**src/pie_pkg.sv**
```systemverilog
// Types, constants and the control-store program of the pseudo-instruction expander.
package pie_pkg;

   localparam int PC_W = 5;

   typedef enum logic [3:0] {
      ACT_DIV   = 4'd0,
      ACT_DIVU  = 4'd1,
      ACT_REM   = 4'd2,
      ACT_REMU  = 4'd3,
      ACT_MUL   = 4'd4,
      ACT_MULO  = 4'd5,
      ACT_MULOU = 4'd6,
      ACT_SLE   = 4'd7,
      ACT_SLEU  = 4'd8,
      ACT_SGT   = 4'd9,
      ACT_SGTU  = 4'd10,
      ACT_SGE   = 4'd11,
      ACT_SGEU  = 4'd12,
      ACT_SEQ   = 4'd13,
      ACT_SNE   = 4'd14
   } action_type;

   typedef enum logic [3:0] {
      OP_SLL   = 4'd0,
      OP_BREAK = 4'd1,
      OP_BNE   = 4'd2,
      OP_BEQ   = 4'd3,
      OP_ORI   = 4'd4,
      OP_DIV   = 4'd5,
      OP_DIVU  = 4'd6,
      OP_MFLO  = 4'd7,
      OP_MFHI  = 4'd8,
      OP_MULT  = 4'd9,
      OP_MULTU = 4'd10,
      OP_SRA   = 4'd11,
      OP_SLT   = 4'd12,
      OP_SLTU  = 4'd13
   } opcode_type;

   // How the opcode of a step is formed: fixed, or picked by the pseudo-op.
   typedef enum logic [1:0] {
      OPM_FIXED,
      OPM_DIV,
      OPM_MOVE,
      OPM_SET
   } op_mode_type;

   typedef enum logic [2:0] {
      REG_ZERO,
      REG_ONE,
      REG_DEST,
      REG_SRCA,
      REG_SRCB,
      REG_CMPL,
      REG_CMPR
   } reg_sel_type;

   typedef enum logic [2:0] {
      IMM_ZERO,
      IMM_ONE,
      IMM_BRANCH,
      IMM_ORI_FIRST,
      IMM_ORI_SECOND
   } imm_sel_type;

   typedef enum logic [1:0] {
      END_NEVER,
      END_ALWAYS,
      END_IF_RD_ZERO
   } end_mode_type;

   typedef struct packed {
      opcode_type        op;
      op_mode_type       op_mode;
      reg_sel_type       rd_sel;
      reg_sel_type       rs_sel;
      reg_sel_type       rt_sel;
      logic              sh31;
      imm_sel_type       imm_sel;
      end_mode_type      end_mode;
      logic              jump;
      logic [PC_W-1:0]   target;
   } ucode_type;

   localparam logic [15:0] BRANCH_IMM = 16'd12;
   localparam logic [4:0]  SPREAD_SHAMT = 5'd31;

   // Program entry points and jump targets.
   localparam logic [PC_W-1:0] PC_DIV_TRAP  = 5'd0;
   localparam logic [PC_W-1:0] PC_DIV_OP    = 5'd3;
   localparam logic [PC_W-1:0] PC_MUL       = 5'd5;
   localparam logic [PC_W-1:0] PC_MULO      = 5'd6;
   localparam logic [PC_W-1:0] PC_TRAP_NOP  = 5'd11;
   localparam logic [PC_W-1:0] PC_MUL_MOVE  = 5'd13;
   localparam logic [PC_W-1:0] PC_MULOU     = 5'd14;
   localparam logic [PC_W-1:0] PC_SET_LE    = 5'd17;
   localparam logic [PC_W-1:0] PC_SET_OP    = 5'd21;
   localparam logic [PC_W-1:0] PC_SET_EQ    = 5'd22;
   localparam logic [PC_W-1:0] PC_LAST      = 5'd26;

   function automatic ucode_type uc(opcode_type op, op_mode_type m, reg_sel_type rd,
                                    reg_sel_type rs, reg_sel_type rt, logic sh31,
                                    imm_sel_type imm, end_mode_type e, logic jump,
                                    logic [PC_W-1:0] target);
      ucode_type w;
      w.op       = op;
      w.op_mode  = m;
      w.rd_sel   = rd;
      w.rs_sel   = rs;
      w.rt_sel   = rt;
      w.sh31     = sh31;
      w.imm_sel  = imm;
      w.end_mode = e;
      w.jump     = jump;
      w.target   = target;
      return w;
   endfunction

   function automatic ucode_type ucode_rom(logic [PC_W-1:0] pc);
      ucode_type w;
      unique case (pc)
         // Divide group: optional zero-divisor trap, divide, result move.
         5'd0:  w = uc(OP_BNE, OPM_FIXED, REG_ZERO, REG_SRCB, REG_ZERO, 1'b0, IMM_BRANCH,
                       END_NEVER, 1'b0, 5'd0);
         5'd1:  w = uc(OP_SLL, OPM_FIXED, REG_ZERO, REG_ZERO, REG_ZERO, 1'b0, IMM_ZERO,
                       END_NEVER, 1'b0, 5'd0);
         5'd2:  w = uc(OP_BREAK, OPM_FIXED, REG_ZERO, REG_ZERO, REG_ZERO, 1'b0, IMM_ZERO,
                       END_NEVER, 1'b0, 5'd0);
         5'd3:  w = uc(OP_DIV, OPM_DIV, REG_ZERO, REG_SRCA, REG_SRCB, 1'b0, IMM_ZERO,
                       END_IF_RD_ZERO, 1'b0, 5'd0);
         5'd4:  w = uc(OP_MFLO, OPM_MOVE, REG_DEST, REG_ZERO, REG_ZERO, 1'b0, IMM_ZERO,
                       END_ALWAYS, 1'b0, 5'd0);
         // Plain multiply skips straight to the final move.
         5'd5:  w = uc(OP_MULT, OPM_FIXED, REG_ZERO, REG_SRCA, REG_SRCB, 1'b0, IMM_ZERO,
                       END_IF_RD_ZERO, 1'b1, PC_MUL_MOVE);
         // Signed multiply with overflow check.
         5'd6:  w = uc(OP_MULT, OPM_FIXED, REG_ZERO, REG_SRCA, REG_SRCB, 1'b0, IMM_ZERO,
                       END_IF_RD_ZERO, 1'b0, 5'd0);
         5'd7:  w = uc(OP_MFHI, OPM_FIXED, REG_ONE, REG_ZERO, REG_ZERO, 1'b0, IMM_ZERO,
                       END_NEVER, 1'b0, 5'd0);
         5'd8:  w = uc(OP_MFLO, OPM_FIXED, REG_DEST, REG_ZERO, REG_ZERO, 1'b0, IMM_ZERO,
                       END_NEVER, 1'b0, 5'd0);
         5'd9:  w = uc(OP_SRA, OPM_FIXED, REG_DEST, REG_ZERO, REG_DEST, 1'b1, IMM_ZERO,
                       END_NEVER, 1'b0, 5'd0);
         5'd10: w = uc(OP_BEQ, OPM_FIXED, REG_ZERO, REG_ONE, REG_DEST, 1'b0, IMM_BRANCH,
                       END_NEVER, 1'b0, 5'd0);
         5'd11: w = uc(OP_SLL, OPM_FIXED, REG_ZERO, REG_ZERO, REG_ZERO, 1'b0, IMM_ZERO,
                       END_NEVER, 1'b0, 5'd0);
         5'd12: w = uc(OP_BREAK, OPM_FIXED, REG_ZERO, REG_ZERO, REG_ZERO, 1'b0, IMM_ZERO,
                       END_NEVER, 1'b0, 5'd0);
         5'd13: w = uc(OP_MFLO, OPM_FIXED, REG_DEST, REG_ZERO, REG_ZERO, 1'b0, IMM_ZERO,
                       END_ALWAYS, 1'b0, 5'd0);
         // Unsigned multiply with overflow check, sharing the trap tail.
         5'd14: w = uc(OP_MULTU, OPM_FIXED, REG_ZERO, REG_SRCA, REG_SRCB, 1'b0, IMM_ZERO,
                       END_IF_RD_ZERO, 1'b0, 5'd0);
         5'd15: w = uc(OP_MFHI, OPM_FIXED, REG_ONE, REG_ZERO, REG_ZERO, 1'b0, IMM_ZERO,
                       END_NEVER, 1'b0, 5'd0);
         5'd16: w = uc(OP_BEQ, OPM_FIXED, REG_ZERO, REG_ONE, REG_ZERO, 1'b0, IMM_BRANCH,
                       END_NEVER, 1'b1, PC_TRAP_NOP);
         // Less-or-equal and greater-or-equal compares.
         5'd17: w = uc(OP_BNE, OPM_FIXED, REG_ZERO, REG_SRCB, REG_SRCA, 1'b0, IMM_BRANCH,
                       END_NEVER, 1'b0, 5'd0);
         5'd18: w = uc(OP_ORI, OPM_FIXED, REG_ZERO, REG_ZERO, REG_DEST, 1'b0, IMM_ONE,
                       END_NEVER, 1'b0, 5'd0);
         5'd19: w = uc(OP_BEQ, OPM_FIXED, REG_ZERO, REG_ZERO, REG_ZERO, 1'b0, IMM_BRANCH,
                       END_NEVER, 1'b0, 5'd0);
         5'd20: w = uc(OP_SLL, OPM_FIXED, REG_ZERO, REG_ZERO, REG_ZERO, 1'b0, IMM_ZERO,
                       END_NEVER, 1'b0, 5'd0);
         5'd21: w = uc(OP_SLT, OPM_SET, REG_DEST, REG_CMPL, REG_CMPR, 1'b0, IMM_ZERO,
                       END_ALWAYS, 1'b0, 5'd0);
         // Equality compares.
         5'd22: w = uc(OP_BEQ, OPM_FIXED, REG_ZERO, REG_SRCB, REG_SRCA, 1'b0, IMM_BRANCH,
                       END_NEVER, 1'b0, 5'd0);
         5'd23: w = uc(OP_ORI, OPM_FIXED, REG_ZERO, REG_ZERO, REG_DEST, 1'b0, IMM_ORI_FIRST,
                       END_NEVER, 1'b0, 5'd0);
         5'd24: w = uc(OP_BEQ, OPM_FIXED, REG_ZERO, REG_ZERO, REG_ZERO, 1'b0, IMM_BRANCH,
                       END_NEVER, 1'b0, 5'd0);
         5'd25: w = uc(OP_SLL, OPM_FIXED, REG_ZERO, REG_ZERO, REG_ZERO, 1'b0, IMM_ZERO,
                       END_NEVER, 1'b0, 5'd0);
         5'd26: w = uc(OP_ORI, OPM_FIXED, REG_ZERO, REG_ZERO, REG_DEST, 1'b0, IMM_ORI_SECOND,
                       END_ALWAYS, 1'b0, 5'd0);
         default: w = uc(OP_SLL, OPM_FIXED, REG_ZERO, REG_ZERO, REG_ZERO, 1'b0, IMM_ZERO,
                         END_ALWAYS, 1'b0, 5'd0);
      endcase
      return w;
   endfunction

   // Start step of the program for a pseudo-op.
   function automatic logic [PC_W-1:0] ucode_entry(action_type act, logic rd_zero,
                                                   logic known);
      logic [PC_W-1:0] pc;
      unique case (act) inside
         ACT_DIV, ACT_DIVU, ACT_REM, ACT_REMU:
            pc = (!rd_zero && !known) ? PC_DIV_TRAP : PC_DIV_OP;
         ACT_MUL:                            pc = PC_MUL;
         ACT_MULO:                           pc = PC_MULO;
         ACT_MULOU:                          pc = PC_MULOU;
         ACT_SLE, ACT_SLEU, ACT_SGE, ACT_SGEU: pc = PC_SET_LE;
         ACT_SGT, ACT_SGTU:                  pc = PC_SET_OP;
         ACT_SEQ, ACT_SNE:                   pc = PC_SET_EQ;
         default:                            pc = PC_DIV_OP;
      endcase
      return pc;
   endfunction

endpackage

```
**src/pseudo_instruction_expander_core.sv**
```systemverilog
// Microcoded expander that turns one pseudo-op into its sequence of real instructions.
// A taken request loads the step counter; each instruction is then registered onto rsp_.
// Throughput: one instruction per cycle from the control store while the output is not
// stalled; an item expands to 0 to 8 instructions, 8 for mulo, and no new item is taken while the sequencer is busy.
// The step counter walks one control word per cycle; output stalls hold the sequencer.
// Synchronous active-high reset empties the sequencer and the output register.
module pseudo_instruction_expander_core (
   input  logic                clock,
   input  logic                reset,
   input  logic                req_valid,
   output logic                req_ready,
   input  logic [3:0]          req_action,
   input  logic [4:0]          req_dest_reg,
   input  logic [4:0]          req_src_a_reg,
   input  logic [4:0]          req_src_b_reg,
   input  logic                req_divisor_known,
   output logic                rsp_valid,
   input  logic                rsp_ready,
   output logic [3:0]          rsp_opcode,
   output logic [4:0]          rsp_rd_field,
   output logic [4:0]          rsp_rs_field,
   output logic [4:0]          rsp_rt_field,
   output logic [4:0]          rsp_shift_amount,
   output logic signed [15:0]  rsp_immediate,
   output logic                rsp_last
);
   import pie_pkg::*;

   logic              busy_ff, busy_in;
   logic [PC_W-1:0]   pc_ff, pc_in;
   action_type        act_ff;
   logic [4:0]        rd_ff, rs_ff, rt_ff;

   logic              rsp_valid_ff, rsp_valid_in;
   opcode_type        op_ff, op_in;
   logic [4:0]        rdf_ff, rdf_in, rsf_ff, rsf_in, rtf_ff, rtf_in, sh_ff, sh_in;
   logic [15:0]       imm_ff, imm_in;
   logic              last_ff, last_in;

   ucode_type         cw;
   logic              req_take;
   logic              advance;
   logic              rd_zero;
   logic              swap;
   action_type        req_act;

   function automatic logic [4:0] pick_reg(reg_sel_type sel, logic [4:0] rd, logic [4:0] ra,
                                           logic [4:0] rb, logic sw);
      logic [4:0] r;
      unique case (sel)
         REG_ZERO: r = 5'd0;
         REG_ONE:  r = 5'd1;
         REG_DEST: r = rd;
         REG_SRCA: r = ra;
         REG_SRCB: r = rb;
         REG_CMPL: r = sw ? rb : ra;
         REG_CMPR: r = sw ? ra : rb;
         default:  r = 5'd0;
      endcase
      return r;
   endfunction

   assign req_act  = action_type'(req_action);
   assign req_ready = !busy_ff;
   assign req_take = req_valid && req_ready;
   assign cw       = ucode_rom(pc_ff);
   assign advance  = busy_ff && (!rsp_valid_ff || rsp_ready);
   assign rd_zero  = (rd_ff == 5'd0);
   // Greater-than and greater-or-equal compare with the operands exchanged.
   assign swap     = (act_ff == ACT_SGT) || (act_ff == ACT_SGTU) ||
                     (act_ff == ACT_SGE) || (act_ff == ACT_SGEU);

   always_comb begin
      unique case (cw.op_mode)
         OPM_FIXED: op_in = cw.op;
         OPM_DIV:   op_in = act_ff[0] ? OP_DIVU : OP_DIV;
         OPM_MOVE:  op_in = act_ff[1] ? OP_MFHI : OP_MFLO;
         OPM_SET:   op_in = act_ff[0] ? OP_SLT : OP_SLTU;
         default:   op_in = cw.op;
      endcase
      unique case (cw.imm_sel)
         IMM_ZERO:       imm_in = 16'd0;
         IMM_ONE:        imm_in = 16'd1;
         IMM_BRANCH:     imm_in = BRANCH_IMM;
         IMM_ORI_FIRST:  imm_in = act_ff[0] ? 16'd0 : 16'd1;
         IMM_ORI_SECOND: imm_in = act_ff[0] ? 16'd1 : 16'd0;
         default:        imm_in = 16'd0;
      endcase
      unique case (cw.end_mode)
         END_NEVER:      last_in = 1'b0;
         END_ALWAYS:     last_in = 1'b1;
         END_IF_RD_ZERO: last_in = rd_zero;
         default:        last_in = 1'b1;
      endcase
      rdf_in = pick_reg(cw.rd_sel, rd_ff, rs_ff, rt_ff, swap);
      rsf_in = pick_reg(cw.rs_sel, rd_ff, rs_ff, rt_ff, swap);
      rtf_in = pick_reg(cw.rt_sel, rd_ff, rs_ff, rt_ff, swap);
      sh_in  = cw.sh31 ? SPREAD_SHAMT : 5'd0;

      busy_in = busy_ff;
      pc_in   = pc_ff;
      if (req_take) begin
         // The unused action code expands to nothing.
         busy_in = (req_action != 4'hF);
         pc_in   = ucode_entry(req_act, req_dest_reg == 5'd0, req_divisor_known);
      end else if (advance) begin
         busy_in = !last_in;
         pc_in   = cw.jump ? cw.target : pc_ff + 1'b1;
      end

      rsp_valid_in = rsp_valid_ff;
      if (advance) begin
         rsp_valid_in = 1'b1;
      end else if (rsp_ready) begin
         rsp_valid_in = 1'b0;
      end
   end

   always_ff @(posedge clock) begin
      if (reset) begin
         busy_ff      <= 1'b0;
         pc_ff        <= '0;
         rsp_valid_ff <= 1'b0;
      end else begin
         busy_ff      <= busy_in;
         pc_ff        <= pc_in;
         rsp_valid_ff <= rsp_valid_in;
      end
      if (req_take) begin
         act_ff <= req_act;
         rd_ff  <= req_dest_reg;
         rs_ff  <= req_src_a_reg;
         rt_ff  <= req_src_b_reg;
      end
      if (advance) begin
         op_ff   <= op_in;
         rdf_ff  <= rdf_in;
         rsf_ff  <= rsf_in;
         rtf_ff  <= rtf_in;
         sh_ff   <= sh_in;
         imm_ff  <= imm_in;
         last_ff <= last_in;
      end
   end

   assign rsp_valid        = rsp_valid_ff;
   assign rsp_opcode       = op_ff;
   assign rsp_rd_field     = rdf_ff;
   assign rsp_rs_field     = rsf_ff;
   assign rsp_rt_field     = rtf_ff;
   assign rsp_shift_amount = sh_ff;
   assign rsp_immediate    = signed'(imm_ff);
   assign rsp_last         = last_ff;

   // The sequencer stops exactly when it issues the final instruction.
   assert property (@(posedge clock) disable iff (reset)
      advance && last_in |=> !busy_ff)
      else $error("sequencer still busy after final instruction");

   assert property (@(posedge clock) disable iff (reset)
      advance && !last_in |=> busy_ff && rsp_valid_ff)
      else $error("sequence ended early");

   assert property (@(posedge clock) disable iff (reset)
      busy_ff |-> pc_ff <= PC_LAST)
      else $error("step counter outside the control store");

   // With no new item taken, the output empties once the final transaction leaves.
   assert property (@(posedge clock) disable iff (reset)
      rsp_valid_ff && last_ff && rsp_ready && !busy_ff |=> !rsp_valid_ff)
      else $error("result overlaps the previous sequence");

endmodule

```
**config.mk**
```make
export PLATFORM = sky130hd
export DESIGN_NAME = pseudo_instruction_expander_core
export DESIGN_NICKNAME = d
export VERILOG_FILES = /design/src/pie_pkg.sv /design/src/pseudo_instruction_expander_core.sv
export SDC_FILE = /design/constraint.sdc
export NUM_CORES = 1
export LEC_CHECK = 0
export BUFFER_PORTS_ARGS = -buffer_cell sky130_fd_sc_hd__buf_2
export CORE_ASPECT_RATIO = 0.8
export CORE_MARGIN = 3
export CORE_UTILIZATION = 56
export CTS_CLUSTER_DIAMETER = 50
export DETAILED_ROUTE_END_ITERATION = 16
export PLACE_DENSITY_LB_ADDON = 0.3
export SYNTH_ARGS = -nofsm -noshare
export SYNTH_HDL_FRONTEND = slang
export SYNTH_SLANG_ARGS = --single-unit
```
**constraint.sdc**
```tcl
create_clock -name clock -period 3.25 [get_ports clock]
set_input_delay 0.325 -clock clock [delete_from_list [all_inputs] [get_ports clock]]
set_output_delay 0.325 -clock clock [all_outputs]
set_load 0.005 [all_outputs]
```
# == After elaboration in Yosys (flattened, before gate mapping) ==
# Memories as Yosys holds them, arrays and structs flattened. A register that Yosys moved wholly into a read port is not among the register bits.
# Cells that the tools add are included.
# totals
ff_bits,67
romBits,800
inputBits,24
output_inout_bits,43
wordCells,109
n_memories,1
# memory_table
name,words,width,read_ports,rd_clocked_by_memory_dff,write_ports,line,text
(no name shown),32,25,1,1,0,pie_pkg.sv:122,unique case (pc)
# classes
add_sub_neg,1
n_eq_ne,45
mux,25
reduce_logical,23
# ops
cell,n
case mux 5 bit (6 select lines),3
== test 4 bit (second input constant),11
2-to-1 mux 5 bit,8
case mux 5 bit (7 select lines),1
case mux 4 bit (4 select lines),2
== test 3 bit (second input constant),10
== test 3 x 2 -> 1 bit (second input constant),8
== test 4 x 3 -> 1 bit (second input constant),4
== test 3 x 1 -> 1 bit (second input constant),4
logical NOT 5 bit,2
== test 4 x 2 -> 1 bit (second input constant),2
OR reduction 4 bit,2
2-to-1 mux 1 bit,7
== test 2 bit (second input constant),3
adder 5 x 1 -> 5 bit (second input constant),1
logical NOT 1 bit,5
== test 4 x 1 -> 1 bit (second input constant),1
logical NOT 2 bit,2
logical NOT 4 bit,1
logical OR 1 bit,4
2-to-1 mux 2 bit,2
2-to-1 mux 4 bit,1
inequality test 4 bit (second input constant),1
nonzero test 2 bit,2
4 further kinds,7

# == Depth between registers and ports, before layout ==
# Gate-level depths: netlist of the first run.
# depth
ltp_word,8
ltp_mapped,12

# == Least setup slack after synthesis of the first run ==
# OpenSTA, ideal clock, no wires.
# synth_timing
path_kind,register -> register
startpoint,register busy_ff
endpoint,"register, netlist name cw[24]"
setup_time_ns,0.134
arrival_time_ns,2.468
required_time_ns,3.116
path_slack_ns,0.647
path_stages_with_launch,9
cell_sequence,dfxtp_1 -> inv_1 -> nor2_1 -> a2111o_1 -> buf_6 -> buf_2 -> nand2_1 -> o211ai_1 -> o221ai_1
# synth_via
elab_chain_len,5
word_cells_on_any_way,7
classes_between,mux (3); reduce/logical (4)
# synth_rtl
item,line,text
start: declaration,pseudo_instruction_expander_core.sv:29,"logic busy_ff, busy_in;"
start signal: assignment,pseudo_instruction_expander_core.sv:125,busy_ff <= busy_in;
logical NOT 1 bit (*),pseudo_instruction_expander_core.sv:64,assign req_ready = !busy_ff;
named net req_ready,pseudo_instruction_expander_core.sv:11,"output logic req_ready,"
logical AND 1 bit (*),pseudo_instruction_expander_core.sv:65,assign req_take = req_valid && req_ready;
2-to-1 mux 5 bit / nonzero test 2 bit (equally long branches),-,
2-to-1 mux 5 bit (no source line) (*) (2 in a row),-,
# The timed path passes the listed nets; every way through them passes the cells marked *.
# A chain may end at the register's enable or synchronous reset.

# == Worst setup path after layout of the first run ==
# layout_timing
startpoint,register busy_ff
endpoint,"register, netlist name cw[24]"
# layout_via
elab_chain_len,5
word_cells_on_any_way,7
classes_between,mux (3); reduce/logical (4)
# layout_rtl
item,line,text
logical NOT 1 bit (*),pseudo_instruction_expander_core.sv:64,
logical AND 1 bit (*),pseudo_instruction_expander_core.sv:65,
named net req_take,pseudo_instruction_expander_core.sv:41,logic req_take;
2-to-1 mux 5 bit / nonzero test 2 bit (equally long branches),-,
2-to-1 mux 5 bit (no source line) (*) (2 in a row),-,
# Marks and branches as above.

==> results of run 1 <==
## state kept, by name (all words and copies together), names as in the netlist, 2 cells and up
signal         count
rsp_rt_field       5
rt_ff              5
cw                22
pc_ff              5
rs_ff              5
act_ff             4
rsp_rs_field       5
rsp_rd_field       5
rsp_immediate      2
rsp_opcode         4
rd_ff              5
## worst min path at each step
stage / start / to / slack [ns]
floorplan: cw[11]$_SDFF_PP0_ / rsp_shift_amount[3]$_DFFE_PP_ / 0.39
global placement: cw[11]$_SDFF_PP0_ / rsp_shift_amount[3]$_DFFE_PP_ / 0.39
detailed placement: cw[11]$_SDFF_PP0_ / rsp_shift_amount[3]$_DFFE_PP_ / 0.40
CTS: req_src_b_reg[2] / rt_ff[2]$_DFFE_PP_ / 0.13
global route: req_src_b_reg[0] / rt_ff[0]$_DFFE_PP_ / 0.13
finish: req_src_a_reg[0] / rs_ff[0]$_DFFE_PP_ / 0.15
## critical path, stage by stage (launching register included)
cell and delay [ns]:
dfxtp_1 0.45, nand2b_1 0.42, clkinv_4 0.30, a211oi_1 0.28, a2111o_1 0.52, inv_8 0.14, nor3_4 0.27, a21boi_1 0.11
o221ai_1 0.22
## cell families after synthesis
kind of cell    after synthesis  share of synthesized area [%]
mux                           9                           2.60
compound gates              116                           22.3
xor+xnor                      3                          0.709
flops                        71                           49.7
buf+inv                      58                           8.91
other cells                   1                          0.101
simple gates                 93                           13.0
fa+ha+maj                     8                           2.70
## final cells by class
| class | instances | area (um^2) | area share, % |
|---|---|---|---|
| sequential | 71 | 1840 | 44.3 |
| tap | 81 | 101 | 2.44 |
| clock buffer | 11 | 131 | 3.16 |
| timing repair buffer | 58 | 303 | 7.28 |
| inverter | 21 | 91.3 | 2.20 |
| clock inverter | 5 | 106 | 2.56 |
| multi-input combinational | 242 | 1580 | 38.1 |
## cells in the mapped netlist, types with 4 or more instances
| cell type | n | area (um^2) |
|---|---|---|
| ha_1 | 8 | 100 |
| nand2_1 | 22 | 82.6 |
| a21oi_1 | 26 | 130 |
| nand3_1 | 11 | 55.1 |
| o211ai_1 | 6 | 45.0 |
| inv_1 | 17 | 63.8 |
| a32oi_1 | 5 | 43.8 |
| nor2_1 | 23 | 86.3 |
| dfxtp_1 | 29 | 581 |
| o21ai_0 | 19 | 95.1 |
| edfxtp_1 | 42 | 1260 |
| nor3_1 | 5 | 25.0 |
| nor2b_1 | 7 | 43.8 |
| a31oi_1 | 9 | 56.3 |
| mux2i_1 | 7 | 70.1 |
| clkbuf_1 | 9 | 33.8 |
| a21o_1 | 4 | 30.0 |
| a22oi_1 | 6 | 45.0 |
| buf_4 | 21 | 158 |
## per-layer routing
metal	track usage, %	vias to the layer above	routed length, um
met5	0	-	0
met4	7.99	0	161
met3	6.32	26	901
met2	32.9	197	3660
met1	33.6	1363	3860
li1	-	1405	-
## power groups by stage
stage	clock network [uW]	logic, uW	registers [uW]
after global routing	902	528	1150
final	848	480	1140
after detailed placement	0	468	1160
after CTS	863	472	1140
after floorplan	0	360	1130
after global placement	0	464	1150
## through the flow
stage                     power [uW]  hold slack (ns)
after floorplan                 1490            0.386
after global placement          1620            0.389
after detailed placement        1620            0.395
after CTS                       2470            0.134
after global routing            2580            0.130
final                           2470            0.152
==> flow_summary.yaml, run 1 <==
outcome:
  status: "complete, no violations"
yosys:
  ys_ff_latch: 71
  async_flop_share_pct: 0
  avgSynthCellArea_um2: 10.3
  yosysSeqAreaShare_pct: 49.7
  synth.distinct_cells: 68
  synth_area_um2: 3710
  yosysWarnings: 0
  netlist_instances: 359
  synth_edf_count: 42
  synth_flop_cell: "edfxtp_1"
place:
  dpl.cell_count: 473
  place_area_um2: 3920
  hpwl_um: 6120
  io_buffers: 53
  place_ws_ns: 0.515
  gp_congestion: 0.954
layout:
  final_nets: 435
  fillerInstances: 504
  instances_no_fill: 489
  drive_gt1_share_pct: 22.5
  stdcell_area_um2: 4160
  layout_common_cells: "buf_2 (53), edfxtp_1 (42), dfxtp_1 (29)"
  area_delta_synth_final_pct: 12.1
  fin_util_pct: 67.5
  antennaDiodeCount: 0
  mostFrequentLayoutCell: "buf_2"
floorplan:
  die_y_um: 78.8
  start_util_pct: 60.2
  ios: 67
  die-width_um: 97.0
  dieArea_um2: 7640
  core_um2: 6160
  rows: 25
hold_path:
  hold_class: "primary input to flip-flop"
  min_path_cells: 1
clock_network:
  htree_levels: 3
  post_cts_resize_count: 0
  numCtsBuffers: 9
  cts.sinks: 71
  clock_path_buffers: 2
  cts_setup_buffers: 0
  cts-root-buf: "clkbuf_8"
  hold_buffers: 0
  clk_pin_slew_ns: 0.08
  tritoncts: "yes"
  clock_latency_ns: 0.35
job:
  maxCapViolations: 0
global_route:
  grt_pass1_wl_um: 13800
  antenna_found_initial: 0
  grt_max_degree: 25
  overflow: 0
  first_global_vias: 2743
  gr-usage-all-layers_pct: 23.0
pwr:
  powerDensity_nw_per_um2: 593
  seq_power_share_pct: 46.2
  power_frac_comb_pct: 19.4
  power.share.clock_pct: 34.4
  ir_worst_vdd_mv: 0.322
  switchingPower_uw: 697
  swShare_pct: 28.2
  p_int_uw: 1770
  power.leakage_uw: 0.00164
worst_setup_path:
  crit_required_ns: 3.51
  crit-reg2reg-launch: "busy_ff$_SDFFE_PP0N_"
  reg2regPathDepth: 8
  r2r_end: "cw[24]$_DFF_P_"
  cp-endpoint: "cw[24]$_DFF_P_"
  worst-setup-path-type: "flip-flop to flip-flop"
  crit_start: "busy_ff$_SDFFE_PP0N_"
  worstSetupEndpointType: "flip-flop"
  crit_arrival_ns: 3.07
  r2r_slack_ns: 0.44
  critPathMaxFanout: 24
  start_kind: "flip-flop"
routing:
  dr.pass1.iters: 5
  avgRoutedWirePerCell_um: 17.6
  drtIter0Drc: 339
  ant_nets: 0
  wl_um: 8580
  via_per_inst: 6.12
  drc: 0
  vias: 2991
sta:
  hold_viol_final: 0
  slew_headroom_pct: 59.3
  fin_crit_ns: 2.81
  max_freq_mhz: 356
  clock_skew_ns: 0.00798
  min_period_over_period_pct: 86.5
  final_max_slew_viol_count: 0
  finalWorstSetupSlack_ns: 0.440
  setup_viol: 0
  tightest_slew_ns: 0.604
  tns_ns: 0
  rsz0062_at_grt: "no"
(Power assumes the default switching activity.)
==> inputs of run 2 (changes only) <==
--- a/config.mk
+++ b/config.mk
@@ -7,7 +7,6 @@
 export LEC_CHECK = 0
 export BUFFER_PORTS_ARGS = -buffer_cell sky130_fd_sc_hd__buf_2
 export CORE_ASPECT_RATIO = 0.8
-export CORE_MARGIN = 3
 export CORE_UTILIZATION = 56
 export CTS_CLUSTER_DIAMETER = 50
 export DETAILED_ROUTE_END_ITERATION = 16
==> constraint.sdc (replaced) <==
create_clock -name clock -period 3.25 [get_ports clock]
set_input_delay 0.1625 -clock clock [delete_from_list [all_inputs] [get_ports clock]]
set_output_delay 0.1625 -clock clock [all_outputs]
set_load 0.005 [all_outputs]
==> run 2 against run 1 <==
Clock-buffer cell count down 1. Non-clock buffer count is 11 higher. Critical path depth up 5. Flip-flop and latch count stayed put.
==> flow_summary.yaml, run 2 (synthesis results as in run 1) <==
pwr:
  switchingPower_uw: 678
  seq_power_share_pct: 46.5
  powerDensity_nw_per_um2: 573
  power_frac_comb_pct: 19.7
  ir_worst_vdd_mv: 0.368
  swShare_pct: 27.7
  p_int_uw: 1770
  power.share.clock_pct: 33.8
  power.leakage_uw: 0.00169
routing:
  drtIter0Drc: 331
  wl_um: 8430
  avgRoutedWirePerCell_um: 16.8
  ant_nets: 0
  drc: 0
  via_per_inst: 6.01
  dr.pass1.iters: 5
  vias: 3021
place:
  gp_congestion: 0.985
  hpwl_um: 6020
  io_buffers: 53
  place_ws_ns: 0.588
layout:
  mostFrequentLayoutCell: "buf_2"
  largest_reg_flops: 22
  regArea_um2: 1840
  final_nets: 446
  fillerInstances: 514
  multiInputGateArea_um2: 1580
  antennaDiodeCount: 0
  area_delta_synth_final_pct: 15.3
  layout_common_cells: "buf_2 (53), edfxtp_1 (42), dfxtp_1 (29)"
  drive_gt1_share_pct: 21.5
global_route:
  grt_max_degree: 25
  antenna_found_initial: 0
  first_global_vias: 2633
  overflow: 0
  gr-usage-all-layers_pct: 25.5
  grt_pass1_wl_um: 13300
clock_network:
  clk_pin_slew_ns: 0.07
  clock_latency_ns: 0.35
  cts.sinks: 71
  tritoncts: "yes"
  cts-root-buf: "clkbuf_8"
  htree_levels: 3
  post_cts_resize_count: 0
  hold_buffers: 13
  numCtsBuffers: 9
  cts_setup_buffers: 0
  clock_path_buffers: 2
floorplan:
  die_y_um: 74.8
  core_um2: 6380
  start_util_pct: 58.1
  rows: 26
  ios: 67
  dieArea_um2: 6950
  die-width_um: 93.0
outcome:
  status: "complete, no violations"
sta:
  max_freq_mhz: 348
  slew_headroom_pct: 53.5
  tns_ns: 0
  tightest_slew_ns: 0.689
  setup_viol: 0
  finalWorstSetupSlack_ns: 0.380
  fin_crit_ns: 2.87
  clock_skew_ns: 0.00791
  rsz0062_at_grt: "no"
  hold_viol_final: 0
  final_max_slew_viol_count: 0
  min_period_over_period_pct: 88.3
worst_setup_path:
  crit_arrival_ns: 3.09
  r2r_slack_ns: 0.50
  critPathMaxFanout: 6
  crit_required_ns: 3.47
  max_stage_delay_ns: 0.56
  start_kind: "primary input"
  worst-setup-path-type: "primary input to flip-flop"
  crit_slowest_cell: "dlygate4sd3_1"
  worstSetupEndpointType: "flip-flop"
  cp_cell_sequence: "dlygate4sd3_1 -> buf_2 -> nor3_1 -> a21oi_1 -> a221oi_1 -> nor2_1 -> nor2_1 -> inv_1 -> ha_1 -> inv_1 -> a221oi_1 -> a32oi_1 -> o21ai_0"
job:
  maxCapViolations: 0
hold_path:
  hold_class: "primary input to flip-flop"
[run 2: final timing paths]
path	start	endpoint	cells past startpoint
worst max-delay path	req_dest_reg[1]	cw[19]$_DFF_P_	13
worst min-delay path	req_dest_reg[2]	rd_ff[2]$_DFFE_PP_	1
worst max register to register	busy_ff$_SDFFE_PP0N_	cw[25]$_DFF_P_	8
worst min register to register	cw[11]$_SDFF_PP0_	rsp_shift_amount[3]$_DFFE_PP_	0
[run 2: per-stage QoR]
| step | total power, uW | util [%] | cell area, um^2 | hold WS, ns | std cells |
|---|---|---|---|---|---|
| finish | 2450 | 67.0 | 4270 | 0.0198 | 503 |
| global route | 2560 | 67.0 | 4270 | 0.0194 | 503 |
| detailed placement | 1610 | 61.3 | 3910 | 0.342 | 474 |
| CTS | 2450 | 67.0 | 4270 | 0.00744 | 503 |
| floorplan | 1490 | - | 3750 | 0.261 | 371 |
| global placement | 1610 | 61.3 | 3910 | 0.339 | 474 |
[run 2: per-layer routing]
metal  GRT usage, %  vias to the layer above  routed length (um)  share of wire [%]
li1               -                     1425                   -                  -
met2           37.7                      184                3590                 43
met4           13.7                        0                 290                3.4
met3           5.25                       26                 749                8.9
met1           35.7                     1386                3800                 45
met5              0                        -                   0                  0
[run 2: final cells by class]
cell class,instances,area share [%]
clock buffers,10,2.99
clock inverters,6,2.52
multi-input cells,242,37.0
well taps,84,2.46
flip-flops and latches,71,43.1
inverters,21,2.14
repair buffers,69,9.78
[run 2: worst max-delay path: cells and delay by family]
kind                     cells  cell delay [ns]
adder cells (fa/ha/maj)      1             0.30
AND/OR/NAND/NOR              3             0.72
AO/OA/AOI/OAI                5             0.92
buffers and inverters        4             0.97
[run 2: power by group through the flow]
stage | logic (uW) | clock network, uW | registers [uW]
floorplan | 360 | 0 | 1130
finish | 483 | 828 | 1140
detailed placement | 457 | 0 | 1160
CTS | 472 | 843 | 1140
global route | 531 | 879 | 1150
global placement | 459 | 0 | 1150
==> inputs of run 3 (changes only) <==
--- a/config.mk
+++ b/config.mk
@@ -7,7 +7,8 @@
 export LEC_CHECK = 0
 export BUFFER_PORTS_ARGS = -buffer_cell sky130_fd_sc_hd__buf_2
 export CORE_ASPECT_RATIO = 0.8
-export CORE_UTILIZATION = 56
+export CORE_UTILIZATION = 60
+export CTS_BUF_LIST = sky130_fd_sc_hd__clkbuf_4
 export CTS_CLUSTER_DIAMETER = 50
 export DETAILED_ROUTE_END_ITERATION = 16
 export PLACE_DENSITY_LB_ADDON = 0.3
==> constraint.sdc (replaced) <==
create_clock -name clock -period 3.47 [get_ports clock]
set_input_delay 0.1735 -clock clock [delete_from_list [all_inputs] [get_ports clock]]
set_output_delay 0.1735 -clock clock [all_outputs]
set_load 0.005 [all_outputs]
==> run 3 against run 2 <==
Total power is 14% lower. Flip-flop and latch count did not move. Via count is 0.50% higher. Utilization increased by 3.8 points. Highest routed layer unchanged. Critical path type is now flip-flop to flip-flop. Design area fell by 1.5%. Largest power group unchanged. Combinational power fell by 6.2%.
==> flow_summary.yaml, run 3 (synthesis results as in run 1) <==
clock_network:
  tritoncts: "yes"
  post_cts_resize_count: 0
  numCtsBuffers: 9
  clock_latency_ns: 0.42
  cts_setup_buffers: 0
  clk_pin_slew_ns: 0.12
  htree_levels: 3
  cts.sinks: 71
  cts-root-buf: "clkbuf_4"
  clock_path_buffers: 2
pwr:
  powerDensity_nw_per_um2: 502
  ir_worst_vdd_mv: 0.332
  power.share.clock_pct: 28.2
  switchingPower_uw: 641
  power.leakage_uw: 0.00165
  power_frac_comb_pct: 21.4
  p_int_uw: 1480
  seq_power_share_pct: 50.3
  p_total_uw: 2120
  swShare_pct: 30.3
worst_setup_path:
  crit_slowest_cell: "dfxtp_1"
  max_stage_delay_ns: 0.48
  crit_required_ns: 3.81
  critPathMaxFanout: 24
  cp_num_buf_inv: 2
  path_delay_family: "compound AO/OA/AOI/OAI gates"
  crit_arrival_ns: 3.24
  cp_cell_sequence: "nand2b_1 -> clkinv_4 -> a311oi_1 -> o21bai_2 -> nand2_2 -> inv_2 -> mux2_4 -> o32ai_2"
  worstSetupEndpointType: "flip-flop"
  worst-setup-path-type: "flip-flop to flip-flop"
  start_kind: "flip-flop"
layout:
  regArea_um2: 1840
  stdcell_area_um2: 4210
  fillerInstances: 458
  multiInputGateArea_um2: 1580
  drive_gt1_share_pct: 21.4
  mostFrequentLayoutCell: "buf_2"
  antennaDiodeCount: 0
  fin_util_pct: 70.9
  layout_common_cells: "buf_2 (53), edfxtp_1 (42), dfxtp_1 (29)"
  largest_reg_flops: 22
  final_nets: 447
  area_delta_synth_final_pct: 13.6
sta:
  clock_skew_ns: 0.0165
  min_period_over_period_pct: 83.7
  final_max_slew_viol_count: 0
  rsz0062_at_grt: "no"
  tns_ns: 0
  slew_headroom_pct: 53.7
  hold_viol_final: 0
  fin_crit_ns: 2.90
  tightest_slew_ns: 0.687
  setup_viol: 0
  max_freq_mhz: 345
routing:
  via_per_inst: 6.06
  vias: 3036
  ant_nets: 0
  wl_um: 8610
  avgRoutedWirePerCell_um: 17.2
  dr.pass1.iters: 7
  drtIter0Drc: 360
  drc: 0
place:
  place_area_um2: 3900
  gp_congestion: 0.990
  io_buffers: 53
  hpwl_um: 5900
floorplan:
  start_util_pct: 62.4
  die_y_um: 72.3
  ios: 67
  dieArea_um2: 6500
  die-width_um: 89.9
  core_um2: 5940
  rows: 25
hold_path:
  hold_class: "primary input to flip-flop"
job:
  maxCapViolations: 0
global_route:
  grt_max_degree: 25
  first_global_vias: 2711
  overflow: 0
  grt_pass1_wl_um: 13800
  antenna_found_initial: 0
  gr-usage-all-layers_pct: 27.6
outcome:
  status: "complete, no violations"
## run 3: area by class of cell
class                   instances  share of cell area, %
clock buffers                   9                   1.60
clock inverters                 7                   2.29
well taps                      81                   2.41
multi-input cells             242                   37.6
repair buffers                 70                   10.2
flip-flops and latches         71                   43.7
inverters                      21                   2.17
## run 3: path summary, 6_finish.rpt
path | startpoint | slack [ns] | depth (start not counted) | to
hold reg to reg | cw[11]$_SDFF_PP0_ | 0.42 | 0 | rsp_shift_amount[3]$_DFFE_PP_
setup / recovery | busy_ff$_SDFFE_PP0N_ | 0.57 | 8 | cw[14]$_DFF_P_
setup reg to reg | busy_ff$_SDFFE_PP0N_ | 0.57 | 8 | cw[14]$_DFF_P_
hold / removal | reset | 0.03 | 2 | rsp_valid$_SDFFE_PP0P_
## run 3: through the flow
step	cells	worst slack (ns)	hold slack, ns
global placement	470	0.828	0.350
CTS	501	0.625	0.00137
global route	501	0.389	0.0219
floorplan	371	0.867	0.272
finish	501	0.567	0.0284
detailed placement	470	0.720	0.352
## run 3: worst register-to-register path, stage by stage, from the launching register on
cell      delay (ns)
dfxtp_1         0.48
nand2b_1        0.43
clkinv_4        0.30
a311oi_1        0.42
o21bai_2        0.24
nand2_2         0.22
inv_2           0.28
mux2_4          0.34
o32ai_2         0.11
## run 3: per-layer routing
metal  routed length, um  part of all wire [%]  track usage [%]
met4                 148                   1.7             10.0
met3                 712                   8.3             6.18
met1                3970                    46             39.1
met2                3780                    44             42.4
met5                   0                     0                0
## run 3: what timing repair did
action,CTS,global route
hold buffers,15,0
hold endpoints to repair,15,0
setup endpoints to repair,0,0
## run 3: power groups by stage
stage / clock network [uW] / registers, uW / logic [uW]
2_1_floorplan: 0 / 1060 / 337
3_3_place_gp: 0 / 1080 / 426
3_5_place_dp: 0 / 1080 / 427
4_1_cts: 604 / 1060 / 442
5_1_grt: 634 / 1070 / 497
6_report: 597 / 1070 / 453
